**src/vcu_pkg.sv**
```systemverilog
package vcu_pkg;

    // Command codes carried by a request
    typedef enum logic [1:0] {
        CMD_LOCAL   = 2'd0,
        CMD_RECEIVE = 2'd1,
        CMD_COMPARE = 2'd2
    } cmd_t;

    // Result status codes
    typedef enum logic [1:0] {
        ST_OK     = 2'd0,
        ST_SELF   = 2'd1,
        ST_COUNT  = 2'd2,
        ST_CONFIG = 2'd3
    } status_t;

    // Work the back end carries out for one request
    typedef enum logic [1:0] {
        OP_NONE    = 2'd0,
        OP_BUMP    = 2'd1,
        OP_MERGE   = 2'd2,
        OP_COMPARE = 2'd3
    } op_t;

    // Configuration register indexes
    localparam logic CFG_OWN_INDEX  = 1'b0;
    localparam logic CFG_NODE_COUNT = 1'b1;

    localparam int CFG_INDEX_W = 1;
    localparam int CFG_DATA_W  = 4;
    localparam int ENTRY_W     = 32;
    localparam int PORT_LANES  = 8;

    // Classification passed from front to back
    typedef struct packed {
        op_t     op;
        status_t status;
    } vcu_ctrl_t;

endpackage

```
**src/vcu_req_if.sv**
```systemverilog
interface vcu_req_if;
    logic        valid;
    logic        ready;
    logic [1:0]  command;
    logic [2:0]  peer_index;
    logic [3:0]  peer_count;
    logic [31:0] peer_entry_0;
    logic [31:0] peer_entry_1;
    logic [31:0] peer_entry_2;
    logic [31:0] peer_entry_3;
    logic [31:0] peer_entry_4;
    logic [31:0] peer_entry_5;
    logic [31:0] peer_entry_6;
    logic [31:0] peer_entry_7;

    modport source (
        output valid, command, peer_index, peer_count,
        output peer_entry_0, peer_entry_1, peer_entry_2, peer_entry_3,
        output peer_entry_4, peer_entry_5, peer_entry_6, peer_entry_7,
        input  ready
    );

    modport sink (
        input  valid, command, peer_index, peer_count,
        input  peer_entry_0, peer_entry_1, peer_entry_2, peer_entry_3,
        input  peer_entry_4, peer_entry_5, peer_entry_6, peer_entry_7,
        output ready
    );
endinterface

```
**src/vcu_rsp_if.sv**
```systemverilog
interface vcu_rsp_if;
    logic        valid;
    logic        ready;
    logic [1:0]  status;
    logic        before_flag;
    logic [31:0] own_entry_0;
    logic [31:0] own_entry_1;
    logic [31:0] own_entry_2;
    logic [31:0] own_entry_3;
    logic [31:0] own_entry_4;
    logic [31:0] own_entry_5;
    logic [31:0] own_entry_6;
    logic [31:0] own_entry_7;

    modport source (
        output valid, status, before_flag,
        output own_entry_0, own_entry_1, own_entry_2, own_entry_3,
        output own_entry_4, own_entry_5, own_entry_6, own_entry_7,
        input  ready
    );

    modport sink (
        input  valid, status, before_flag,
        input  own_entry_0, own_entry_1, own_entry_2, own_entry_3,
        input  own_entry_4, own_entry_5, own_entry_6, own_entry_7,
        output ready
    );
endinterface

```
**src/vcu_fifo.sv**
```systemverilog
module vcu_fifo #(
    parameter int WIDTH = 8
) (
    input  logic             clk,
    input  logic             rst_n,
    input  logic             push_valid,
    output logic             push_ready,
    input  logic [WIDTH-1:0] push_data,
    output logic             pop_valid,
    input  logic             pop_ready,
    output logic [WIDTH-1:0] pop_data
);

    localparam int DEPTH = 2;
    localparam int AW    = $clog2(DEPTH);

    logic [WIDTH-1:0] slot_reg [DEPTH];
    logic [AW-1:0]    wr_ptr_reg, wr_ptr_next;
    logic [AW-1:0]    rd_ptr_reg, rd_ptr_next;
    logic [AW:0]      count_reg, count_next;
    logic             do_push, do_pop;

    assign push_ready = (count_reg != (AW+1)'(DEPTH));
    assign pop_valid  = (count_reg != '0);
    assign pop_data   = slot_reg[rd_ptr_reg];
    assign do_push    = push_valid && push_ready;
    assign do_pop     = pop_valid && pop_ready;

    // Advance pointers and occupancy
    always_comb
    begin
        wr_ptr_next = do_push ? wr_ptr_reg + 1'b1 : wr_ptr_reg;
        rd_ptr_next = do_pop ? rd_ptr_reg + 1'b1 : rd_ptr_reg;
        count_next  = count_reg;
        if (do_push && !do_pop)
        begin
            count_next = count_reg + 1'b1;
        end
        else if (do_pop && !do_push)
        begin
            count_next = count_reg - 1'b1;
        end
    end

    always_ff @(posedge clk or negedge rst_n)
    begin
        if (!rst_n)
        begin
            wr_ptr_reg <= '0;
            rd_ptr_reg <= '0;
            count_reg  <= '0;
        end
        else
        begin
            wr_ptr_reg <= wr_ptr_next;
            rd_ptr_reg <= rd_ptr_next;
            count_reg  <= count_next;
        end
    end

    // Store an incoming request
    always_ff @(posedge clk)
    begin
        if (do_push)
        begin
            slot_reg[wr_ptr_reg] <= push_data;
        end
    end

    assert property (@(posedge clk) disable iff (!rst_n)
        count_reg <= (AW+1)'(DEPTH))
        else $error("queue occupancy beyond depth");

    assert property (@(posedge clk) disable iff (!rst_n)
        do_push && !do_pop |=> count_reg != '0)
        else $error("queue empty after push");

    assert property (@(posedge clk) disable iff (!rst_n)
        (count_reg == '0) |-> (wr_ptr_reg == rd_ptr_reg))
        else $error("queue pointers disagree while empty");

endmodule

```
**src/vcu_front.sv**
```systemverilog
module vcu_front #(
    parameter int MAX_NODES    = 8,
    parameter int COUNTER_BITS = 32
) (
    input  logic                                    clk,
    input  logic                                    rst_n,
    vcu_req_if.sink                                 req,
    input  logic                                    cfg_we,
    input  logic [vcu_pkg::CFG_INDEX_W-1:0]         cfg_index,
    input  logic [vcu_pkg::CFG_DATA_W-1:0]          cfg_data,
    output logic                                    push_valid,
    input  logic                                    push_ready,
    output vcu_pkg::vcu_ctrl_t                      ctrl,
    output logic [MAX_NODES-1:0]                    lane_mask,
    output logic [MAX_NODES-1:0]                    own_sel,
    output logic [MAX_NODES-1:0][COUNTER_BITS-1:0]  peer
);

    localparam logic [31:0] CntMax = 32'((64'd1 << COUNTER_BITS) - 64'd1);

    logic [2:0]  own_index_reg;
    logic [3:0]  node_count_reg;
    logic        cfg_ok;
    logic [31:0] peer_in [vcu_pkg::PORT_LANES];

    // Hold configuration registers
    always_ff @(posedge clk or negedge rst_n)
    begin
        if (!rst_n)
        begin
            own_index_reg  <= 3'd0;
            node_count_reg <= 4'd8;
        end
        else if (cfg_we)
        begin
            unique case (cfg_index)
                vcu_pkg::CFG_OWN_INDEX:  own_index_reg  <= cfg_data[2:0];
                vcu_pkg::CFG_NODE_COUNT: node_count_reg <= cfg_data[3:0];
                default: ;
            endcase
        end
    end

    assign push_valid = req.valid;
    assign req.ready  = push_ready;

    assign cfg_ok = (node_count_reg != 4'd0) && (node_count_reg <= 4'(MAX_NODES)) &&
                    ({1'b0, own_index_reg} < node_count_reg);

    // Classify the request
    always_comb
    begin
        ctrl.op     = vcu_pkg::OP_NONE;
        ctrl.status = vcu_pkg::ST_OK;
        unique case (req.command)
            vcu_pkg::CMD_LOCAL:
            begin
                if (!cfg_ok)
                    ctrl.status = vcu_pkg::ST_CONFIG;
                else
                    ctrl.op = vcu_pkg::OP_BUMP;
            end
            vcu_pkg::CMD_RECEIVE:
            begin
                if (!cfg_ok)
                    ctrl.status = vcu_pkg::ST_CONFIG;
                else if (req.peer_index == own_index_reg)
                    ctrl.status = vcu_pkg::ST_SELF;
                else if (req.peer_count != node_count_reg)
                    ctrl.status = vcu_pkg::ST_COUNT;
                else
                    ctrl.op = vcu_pkg::OP_MERGE;
            end
            vcu_pkg::CMD_COMPARE:
            begin
                if (!cfg_ok)
                    ctrl.status = vcu_pkg::ST_CONFIG;
                else if (req.peer_count != node_count_reg)
                    ctrl.status = vcu_pkg::ST_COUNT;
                else
                    ctrl.op = vcu_pkg::OP_COMPARE;
            end
            default: ;
        endcase
    end

    assign peer_in[0] = req.peer_entry_0;
    assign peer_in[1] = req.peer_entry_1;
    assign peer_in[2] = req.peer_entry_2;
    assign peer_in[3] = req.peer_entry_3;
    assign peer_in[4] = req.peer_entry_4;
    assign peer_in[5] = req.peer_entry_5;
    assign peer_in[6] = req.peer_entry_6;
    assign peer_in[7] = req.peer_entry_7;

    // Clamp peer entries and mark active and own lanes
    always_comb
    begin
        for (int i = 0; i < MAX_NODES; i++)
        begin
            peer[i]      = (peer_in[i] > CntMax) ? CntMax[COUNTER_BITS-1:0]
                                                 : peer_in[i][COUNTER_BITS-1:0];
            lane_mask[i] = (4'(i) < node_count_reg);
            own_sel[i]   = (own_index_reg == 3'(i));
        end
    end

endmodule

```
**src/vcu_back.sv**
```systemverilog
module vcu_back #(
    parameter int MAX_NODES    = 8,
    parameter int COUNTER_BITS = 32
) (
    input  logic                                    clk,
    input  logic                                    rst_n,
    input  logic                                    pop_valid,
    output logic                                    pop_ready,
    input  vcu_pkg::vcu_ctrl_t                      ctrl,
    input  logic [MAX_NODES-1:0]                    lane_mask,
    input  logic [MAX_NODES-1:0]                    own_sel,
    input  logic [MAX_NODES-1:0][COUNTER_BITS-1:0]  peer,
    vcu_rsp_if.source                               rsp
);

    localparam logic [COUNTER_BITS-1:0] CntMax = '1;

    logic [MAX_NODES-1:0][COUNTER_BITS-1:0] store_reg, store_next;
    logic [COUNTER_BITS-1:0]                merged [MAX_NODES];
    logic [MAX_NODES-1:0]                   larger, smaller;
    logic                                   rsp_valid_reg;
    logic [1:0]                             status_reg;
    logic                                   before_reg, before_next;
    logic                                   do_pop, bump;
    logic [31:0]                            entry [vcu_pkg::PORT_LANES];

    // Take the next request once the result register is free or drained
    assign pop_ready = !rsp_valid_reg || rsp.ready;
    assign do_pop    = pop_valid && pop_ready;
    assign bump      = (ctrl.op == vcu_pkg::OP_BUMP) || (ctrl.op == vcu_pkg::OP_MERGE);

    // Merge, increment and compare lane by lane
    always_comb
    begin
        for (int i = 0; i < MAX_NODES; i++)
        begin
            merged[i] = (ctrl.op == vcu_pkg::OP_MERGE && lane_mask[i] &&
                         peer[i] > store_reg[i]) ? peer[i] : store_reg[i];
            store_next[i] = (bump && own_sel[i] && merged[i] != CntMax)
                            ? merged[i] + 1'b1 : merged[i];
            larger[i]  = lane_mask[i] && (store_reg[i] > peer[i]);
            smaller[i] = lane_mask[i] && (store_reg[i] < peer[i]);
        end
        before_next = (ctrl.op == vcu_pkg::OP_COMPARE) && !(|larger) && (|smaller);
    end

    always_ff @(posedge clk or negedge rst_n)
    begin
        if (!rst_n)
        begin
            store_reg     <= '0;
            rsp_valid_reg <= 1'b0;
        end
        else
        begin
            if (do_pop)
            begin
                store_reg <= store_next;
            end
            if (pop_ready)
            begin
                rsp_valid_reg <= pop_valid;
            end
        end
    end

    // Load the result register
    always_ff @(posedge clk)
    begin
        if (do_pop)
        begin
            status_reg <= ctrl.status;
            before_reg <= before_next;
        end
    end

    // The clock only changes on a pop, so the store is the reported clock
    generate
        for (genvar k = 0; k < vcu_pkg::PORT_LANES; k++)
        begin : g_entry
            if (k < MAX_NODES)
            begin : g_used
                assign entry[k] = 32'(store_reg[k]);
            end
            else
            begin : g_unused
                assign entry[k] = '0;
            end
        end
    endgenerate

    assign rsp.valid       = rsp_valid_reg;
    assign rsp.status      = status_reg;
    assign rsp.before_flag = before_reg;
    assign rsp.own_entry_0 = entry[0];
    assign rsp.own_entry_1 = entry[1];
    assign rsp.own_entry_2 = entry[2];
    assign rsp.own_entry_3 = entry[3];
    assign rsp.own_entry_4 = entry[4];
    assign rsp.own_entry_5 = entry[5];
    assign rsp.own_entry_6 = entry[6];
    assign rsp.own_entry_7 = entry[7];

    assert property (@(posedge clk) disable iff (!rst_n)
        do_pop && (ctrl.status != vcu_pkg::ST_OK) |=> $stable(store_reg))
        else $error("clock changed on a failed request");

    assert property (@(posedge clk) disable iff (!rst_n)
        rsp.valid && !rsp.ready |=> $stable(store_reg))
        else $error("clock changed while a result is stalled");

    assert property (@(posedge clk) disable iff (!rst_n)
        rsp.valid && rsp.before_flag |-> rsp.status == vcu_pkg::ST_OK)
        else $error("before flag set on a failed request");

endmodule

```
**src/vector_clock_unit.sv**
```systemverilog
// Path: an accepted request is written into the queue, then popped into the result register that drives rsp.
// Throughput: one request per cycle while rsp is not stalled; a two-entry queue between the
// classify stage and the clock update takes requests during output stalls until it is full.
// The update path is one compare-select and one increment per entry.
// Reset: all clock entries zero, own_index 0, node_count 8, queue empty.
module vector_clock_unit #(
    parameter int MAX_NODES    = 8,
    parameter int COUNTER_BITS = 32
) (
    input  logic                             clk,
    input  logic                             rst_n,
    vcu_req_if.sink                          req,
    vcu_rsp_if.source                        rsp,
    input  logic                             cfg_we,
    input  logic [vcu_pkg::CFG_INDEX_W-1:0]  cfg_index,
    input  logic [vcu_pkg::CFG_DATA_W-1:0]   cfg_data
);

    localparam int CTRL_W  = $bits(vcu_pkg::vcu_ctrl_t);
    localparam int PEER_W  = MAX_NODES * COUNTER_BITS;
    localparam int ITEM_W  = CTRL_W + 2 * MAX_NODES + PEER_W;

    logic                                    push_valid, push_ready;
    logic                                    pop_valid, pop_ready;
    vcu_pkg::vcu_ctrl_t                      f_ctrl, b_ctrl;
    logic [MAX_NODES-1:0]                    f_mask, b_mask;
    logic [MAX_NODES-1:0]                    f_own, b_own;
    logic [MAX_NODES-1:0][COUNTER_BITS-1:0]  f_peer, b_peer;
    logic [ITEM_W-1:0]                       push_data, pop_data;

    vcu_front #(
        .MAX_NODES    (MAX_NODES),
        .COUNTER_BITS (COUNTER_BITS)
    ) u_front (
        .clk        (clk),
        .rst_n      (rst_n),
        .req        (req),
        .cfg_we     (cfg_we),
        .cfg_index  (cfg_index),
        .cfg_data   (cfg_data),
        .push_valid (push_valid),
        .push_ready (push_ready),
        .ctrl       (f_ctrl),
        .lane_mask  (f_mask),
        .own_sel    (f_own),
        .peer       (f_peer)
    );

    assign push_data = {f_ctrl, f_mask, f_own, f_peer};

    vcu_fifo #(
        .WIDTH (ITEM_W)
    ) u_fifo (
        .clk        (clk),
        .rst_n      (rst_n),
        .push_valid (push_valid),
        .push_ready (push_ready),
        .push_data  (push_data),
        .pop_valid  (pop_valid),
        .pop_ready  (pop_ready),
        .pop_data   (pop_data)
    );

    assign {b_ctrl, b_mask, b_own, b_peer} = pop_data;

    vcu_back #(
        .MAX_NODES    (MAX_NODES),
        .COUNTER_BITS (COUNTER_BITS)
    ) u_back (
        .clk       (clk),
        .rst_n     (rst_n),
        .pop_valid (pop_valid),
        .pop_ready (pop_ready),
        .ctrl      (b_ctrl),
        .lane_mask (b_mask),
        .own_sel   (b_own),
        .peer      (b_peer),
        .rsp       (rsp)
    );

endmodule

```
**src/flat_wrapper.sv**
```systemverilog
// flat-port wrapper written by rule: the top's interface ports become plain ports
module vector_clock_unit_flat 
#(
    parameter int MAX_NODES    = 8,
    parameter int COUNTER_BITS = 32
)
  (clk, rst_n, cfg_we, cfg_index, cfg_data, req_valid, req_command, req_peer_index, req_peer_count, req_peer_entry_0, req_peer_entry_1, req_peer_entry_2, req_peer_entry_3, req_peer_entry_4, req_peer_entry_5, req_peer_entry_6, req_peer_entry_7, req_ready, rsp_valid, rsp_status, rsp_before_flag, rsp_own_entry_0, rsp_own_entry_1, rsp_own_entry_2, rsp_own_entry_3, rsp_own_entry_4, rsp_own_entry_5, rsp_own_entry_6, rsp_own_entry_7, rsp_ready);
  vcu_req_if req_i ();
  vcu_rsp_if rsp_i ();
  input  logic clk;
  input  logic rst_n;
  input  logic cfg_we;
  input  logic [vcu_pkg::CFG_INDEX_W-1:0] cfg_index;
  input  logic [vcu_pkg::CFG_DATA_W-1:0] cfg_data;
  input wire logic [$bits(req_i.valid)-1:0] req_valid;
  input wire logic [$bits(req_i.command)-1:0] req_command;
  input wire logic [$bits(req_i.peer_index)-1:0] req_peer_index;
  input wire logic [$bits(req_i.peer_count)-1:0] req_peer_count;
  input wire logic [$bits(req_i.peer_entry_0)-1:0] req_peer_entry_0;
  input wire logic [$bits(req_i.peer_entry_1)-1:0] req_peer_entry_1;
  input wire logic [$bits(req_i.peer_entry_2)-1:0] req_peer_entry_2;
  input wire logic [$bits(req_i.peer_entry_3)-1:0] req_peer_entry_3;
  input wire logic [$bits(req_i.peer_entry_4)-1:0] req_peer_entry_4;
  input wire logic [$bits(req_i.peer_entry_5)-1:0] req_peer_entry_5;
  input wire logic [$bits(req_i.peer_entry_6)-1:0] req_peer_entry_6;
  input wire logic [$bits(req_i.peer_entry_7)-1:0] req_peer_entry_7;
  output wire logic [$bits(req_i.ready)-1:0] req_ready;
  output wire logic [$bits(rsp_i.valid)-1:0] rsp_valid;
  output wire logic [$bits(rsp_i.status)-1:0] rsp_status;
  output wire logic [$bits(rsp_i.before_flag)-1:0] rsp_before_flag;
  output wire logic [$bits(rsp_i.own_entry_0)-1:0] rsp_own_entry_0;
  output wire logic [$bits(rsp_i.own_entry_1)-1:0] rsp_own_entry_1;
  output wire logic [$bits(rsp_i.own_entry_2)-1:0] rsp_own_entry_2;
  output wire logic [$bits(rsp_i.own_entry_3)-1:0] rsp_own_entry_3;
  output wire logic [$bits(rsp_i.own_entry_4)-1:0] rsp_own_entry_4;
  output wire logic [$bits(rsp_i.own_entry_5)-1:0] rsp_own_entry_5;
  output wire logic [$bits(rsp_i.own_entry_6)-1:0] rsp_own_entry_6;
  output wire logic [$bits(rsp_i.own_entry_7)-1:0] rsp_own_entry_7;
  input wire logic [$bits(rsp_i.ready)-1:0] rsp_ready;
  assign req_i.valid = req_valid;
  assign req_i.command = req_command;
  assign req_i.peer_index = req_peer_index;
  assign req_i.peer_count = req_peer_count;
  assign req_i.peer_entry_0 = req_peer_entry_0;
  assign req_i.peer_entry_1 = req_peer_entry_1;
  assign req_i.peer_entry_2 = req_peer_entry_2;
  assign req_i.peer_entry_3 = req_peer_entry_3;
  assign req_i.peer_entry_4 = req_peer_entry_4;
  assign req_i.peer_entry_5 = req_peer_entry_5;
  assign req_i.peer_entry_6 = req_peer_entry_6;
  assign req_i.peer_entry_7 = req_peer_entry_7;
  assign req_ready = req_i.ready;
  assign rsp_valid = rsp_i.valid;
  assign rsp_status = rsp_i.status;
  assign rsp_before_flag = rsp_i.before_flag;
  assign rsp_own_entry_0 = rsp_i.own_entry_0;
  assign rsp_own_entry_1 = rsp_i.own_entry_1;
  assign rsp_own_entry_2 = rsp_i.own_entry_2;
  assign rsp_own_entry_3 = rsp_i.own_entry_3;
  assign rsp_own_entry_4 = rsp_i.own_entry_4;
  assign rsp_own_entry_5 = rsp_i.own_entry_5;
  assign rsp_own_entry_6 = rsp_i.own_entry_6;
  assign rsp_own_entry_7 = rsp_i.own_entry_7;
  assign rsp_i.ready = rsp_ready;
  vector_clock_unit #(.MAX_NODES(MAX_NODES), .COUNTER_BITS(COUNTER_BITS)) u_core (.clk(clk), .rst_n(rst_n), .req(req_i), .rsp(rsp_i), .cfg_we(cfg_we), .cfg_index(cfg_index), .cfg_data(cfg_data));
endmodule
```
**config.mk**
```make
export PLATFORM = sky130hd
export DESIGN_NAME = vector_clock_unit_flat
export DESIGN_NICKNAME = d
export VERILOG_FILES = /design/src/vcu_pkg.sv /design/src/vcu_req_if.sv /design/src/vcu_rsp_if.sv /design/src/vcu_fifo.sv /design/src/vcu_front.sv /design/src/vcu_back.sv /design/src/vector_clock_unit.sv /design/src/flat_wrapper.sv
export SDC_FILE = /design/constraint.sdc
export NUM_CORES = 2
export LEC_CHECK = 0
export BUFFER_PORTS_ARGS = -buffer_cell sky130_fd_sc_hd__buf_2
export CAP_MARGIN = 20
export CORE_ASPECT_RATIO = 1.25
export CORE_MARGIN = 2
export CORE_UTILIZATION = 45
export DETAILED_ROUTE_END_ITERATION = 12
export GPL_TIMING_DRIVEN = 0
export PLACE_DENSITY = 0.74
export SYNTH_ARGS = -nofsm -noshare
export SYNTH_HDL_FRONTEND = slang
export SYNTH_SLANG_ARGS = --single-unit
```
**constraint.sdc**
```tcl
create_clock -name clk -period 18.7 [get_ports clk]
set_input_delay 0.935 -clock clk [delete_from_list [all_inputs] [get_ports clk]]
set_output_delay 0.935 -clock clk [all_outputs]
set_load 0.03 [all_outputs]
```
==> impl_metrics.json <==
{
  "slew_viol_final": 0,
  "nNetsFinal": 6205,
  "numCtsBuffers": 91,
  "combPwrFrac_pct": 54.8,
  "cts_sinks": 823,
  "ys.flop_type": "edfxtp_1",
  "outcome": "finished clean",
  "cp-start-kind": "flop",
  "dr.pass1.iters": 6,
  "p_leak_nw": 23.2,
  "dr_wl_met2_um": 103000,
  "fin_area_um2": 58800,
  "cts_setup_buffers": 0,
  "setup_ws_ns": 6.71,
  "ys_warn_count": 0,
  "synth_top_cells_by_area": "edfxtp_1 33%, dfrtp_1 13%, ha_1 6.5%",
  "drt_iter0_drc": 6358,
  "grt_first_pass_wirelength_um": 328000,
  "slew_headroom_pct": 15.9,
  "syn2layout_area_growth_pct": 16.5,
  "synthTopCellsByCount": "555 x edfxtp_1, 469 x a21oi_1, 465 x nand2_1, 340 x nor2_1, 309 x mux2i_1",
  "wire_per_inst_um": 32.5,
  "gp_congestion": 1.04,
  "track_usage_pct": 39.5,
  "period_minus_slack_ns": 11.99,
  "syn-mean-instance-area_um2": 10.1,
  "switchingPower_mw": 5.98,
  "cp.required_ns": 19.21,
  "hold_class": "in -> async",
  "largest_reg_flops": 552,
  "power_density_nw_per_um2": 196,
  "synthCells": 5006,
  "maxClockFrequency_ghz": 0.0834,
  "die-area_um2": 115000,
  "vias": 48500,
  "switching_share_pct": 52.0,
  "path_clk_slew_ns": 0.06,
  "die_y_um": 379,
  "worst_pin_slew_ns": 1.26,
  "p_seq_share_pct": 28.5,
  "irDropWorstVdd_mv": 0.106,
  "dr.max_layer_used": "met5",
  "dp_cells": 7035,
  "layout.cells.non_filler": 7216,
  "post-route-util_pct": 52.8,
  "ys_ff_latch": 823,
  "finalClockSkew_ns": 0.0330,
  "clk_path_buf_depth": 3,
  "io_buffers": 535,
  "start_util_pct": 45.3,
  "routedLengthMet1_um": 86100,
  "synth_most_common_cell": "edfxtp_1",
  "worstPathArrival_ns": 12.51,
  "setup_viol": 0,
  "ys_seq_area_share_pct": 46.3,
  "final_antenna_net_count": 0,
  "preCtsSetupSlack_ns": 7.20,
  "place_area_um2": 55700,
  "yosysTopAreaCell": "edfxtp_1",
  "async_flop_share_pct": 32.6,
  "tns_ns": 0,
  "syn_area_um2": 50500,
  "finalCritPeriodShare_pct": 64.1,
  "yosysUniqueCellTypes": 117,
  "intPower_mw": 5.52,
  "worstSkewPairLatency_ns": 0.72,
  "crit_path_end_kind": "flop",
  "max_cap_viol_count": 0,
  "grt_pass1_vias": 45900,
  "rsz0062_at_grt": "no",
  "dieWidth_um": 304,
  "yosys.area.top_type_share_pct": 33.0,
  "ctsHoldBuffers": 0,
  "tritoncts": "yes",
  "finalHoldViolCount": 0,
  "antenna_found_initial": 18,
  "place_hpwl_um": 170000,
  "coreArea_um2": 111000,
  "synth_nets": 5542,
  "overflow": 0,
  "wl_met3_um": 24200,
  "cp_max_fo": 11,
  "synth_edf_count": 555,
  "drt_wl_total_um": 234000,
  "viasPerCell": 6.72,
  "ioPinCount": 536,
  "grt_max_degree": 100,
  "drive_above_1_share_pct": 16.8,
  "path_class": "reg -> reg",
  "drc": 0,
  "ctsResizeCount": 0,
  "clockRootBuffer": "clkbuf_16",
  "pwr-share-clk_pct": 16.7,
  "rows": 137,
  "h-tree-depth": 3
}
==> final cells by class <==
type / instances / area (um^2)
Fill cell: 10100 / 52600
Multi-Input combinational cell: 3857 / 25500
Sequential cell: 823 / 23400
Timing Repair Buffer: 570 / 3310
Clock buffer: 113 / 2460
Tap cell: 1459 / 1830
Buffer: 252 / 1370
Clock inverter: 59 / 658
Inverter: 74 / 278
Antenna cell: 9 / 22.5
==> power by group through the flow <==
| stage | Sequential (mW) | Combinational, mW | Clock (mW) |
|---|---|---|---|
| floorplan | 3.68 | 3.08 | 0 |
| global placement | 3.46 | 5.90 | 0 |
| detailed placement | 3.27 | 6.09 | 0 |
| CTS | 3.24 | 6.12 | 1.93 |
| global route | 3.32 | 6.58 | 1.99 |
| finish | 3.28 | 6.30 | 1.92 |
==> layout by cell type (no fill, tap or decap), types with 22 or more instances in the layout <==
cell type / synthesis / routed
buf_2: 40 / 577
edfxtp_1: 555 / 555
a21oi_1: 469 / 469
nand2_1: 465 / 465
nor2_1: 340 / 339
mux2i_1: 309 / 309
dfrtp_1: 267 / 267
ha_1: 261 / 261
o21ai_0: 258 / 258
nand3_1: 255 / 255
clkbuf_1: 145 / 144
nand4_1: 138 / 138
nor3_1: 121 / 121
a21o_1: 104 / 104
clkbuf_16: 0 / 94
a31oi_1: 93 / 93
and3_1: 76 / 75
inv_1: 71 / 71
or3_1: 53 / 53
mux2_2: 48 / 48
nor2b_1: 47 / 47
a211oi_1: 46 / 46
o31ai_1: 46 / 46
a2bb2oi_1: 46 / 46
nand3b_1: 44 / 44
nand2b_1: 39 / 39
nor4_1: 39 / 39
and2_1: 39 / 39
o211ai_1: 35 / 35
o22a_1: 32 / 32
buf_1: 30 / 30
o21a_1: 29 / 29
or2_2: 28 / 28
or4_1: 24 / 24
o22ai_1: 23 / 23
a32oi_1: 22 / 22
==> through the flow <==
| stage | hold slack, ns | total power [mW] |
|---|---|---|
| 2_1_floorplan | 0.461 | 6.76 |
| 3_5_place_dp | 0.508 | 9.36 |
| 5_1_grt | 0.279 | 11.9 |
| 3_3_place_gp | 0.475 | 9.36 |
| 6_report | 0.229 | 11.5 |
| 4_1_cts | 0.239 | 11.3 |
==> cells by family (layout without fill, tap and decap cells) <==
group | after synthesis | count (layout) | share of synthesized area (%)
adders and majority gates | 261 | 261 | 6.47
DFF | 823 | 823 | 46.3
muxes | 370 | 370 | 7.62
xor gates and xnor gates | 23 | 23 | 0.399
and+or+nand+nor | 1810 | 1810 | 18.3
AOI/OAI and AO/OA | 1393 | 1393 | 17.7
other | 0 | 9 | 0
buffers and inverters | 326 | 1068 | 3.23
==> critical path, stage by stage (launching register included) <==
cell       delay, ns
dfrtp_1         0.34
buf_6           0.19
buf_12          0.16
buf_6           0.19
buf_6           0.33
buf_6           0.33
buf_6           0.29
buf_6           0.33
buf_6           0.39
buf_4           0.48
buf_2           0.66
buf_4           0.59
buf_4           0.51
buf_2           0.79
buf_2           0.64
mux2i_1         0.33
ha_1            0.51
clkinv_1        0.93
a2111oi_2       0.67
and3_1          0.24
clkbuf_1        0.44
clkbuf_1        0.55
clkbuf_1        0.58
buf_1           0.76
nand3_1         0.14
o21ai_0         0.14
a2bb2oi_1       0.11
==> layer usage <==
layer  vias up  global-route usage [%]
li1      20600                       -
met1     23700                    48.0
met2      3244                    61.0
met3       833                    9.08
met4         8                    30.4
met5         -                       0
==> final timing paths <==
kind	cells past startpoint	from	to	slack, ns
setup / recovery	26	u_core.u_fifo.rd_ptr_reg	u_core.u_back.rsp.own_entry_1[27]	6.71
hold / removal	1	rst_n	u_core.u_back.rsp.own_entry_0[30]	0.23
setup reg to reg	26	u_core.u_fifo.rd_ptr_reg	u_core.u_back.rsp.own_entry_1[27]	6.71
hold reg to reg	2	u_core.u_back.rsp.valid	u_core.u_back.rsp.valid	0.51
max in group asynchronous	2	rst_n	u_core.u_back.rsp.own_entry_2[16]	17.32
min in group clk	1	req_peer_entry_7[31]	u_core.u_fifo.slot_reg[0][255]	0.40
(Power assumes the default switching activity.)
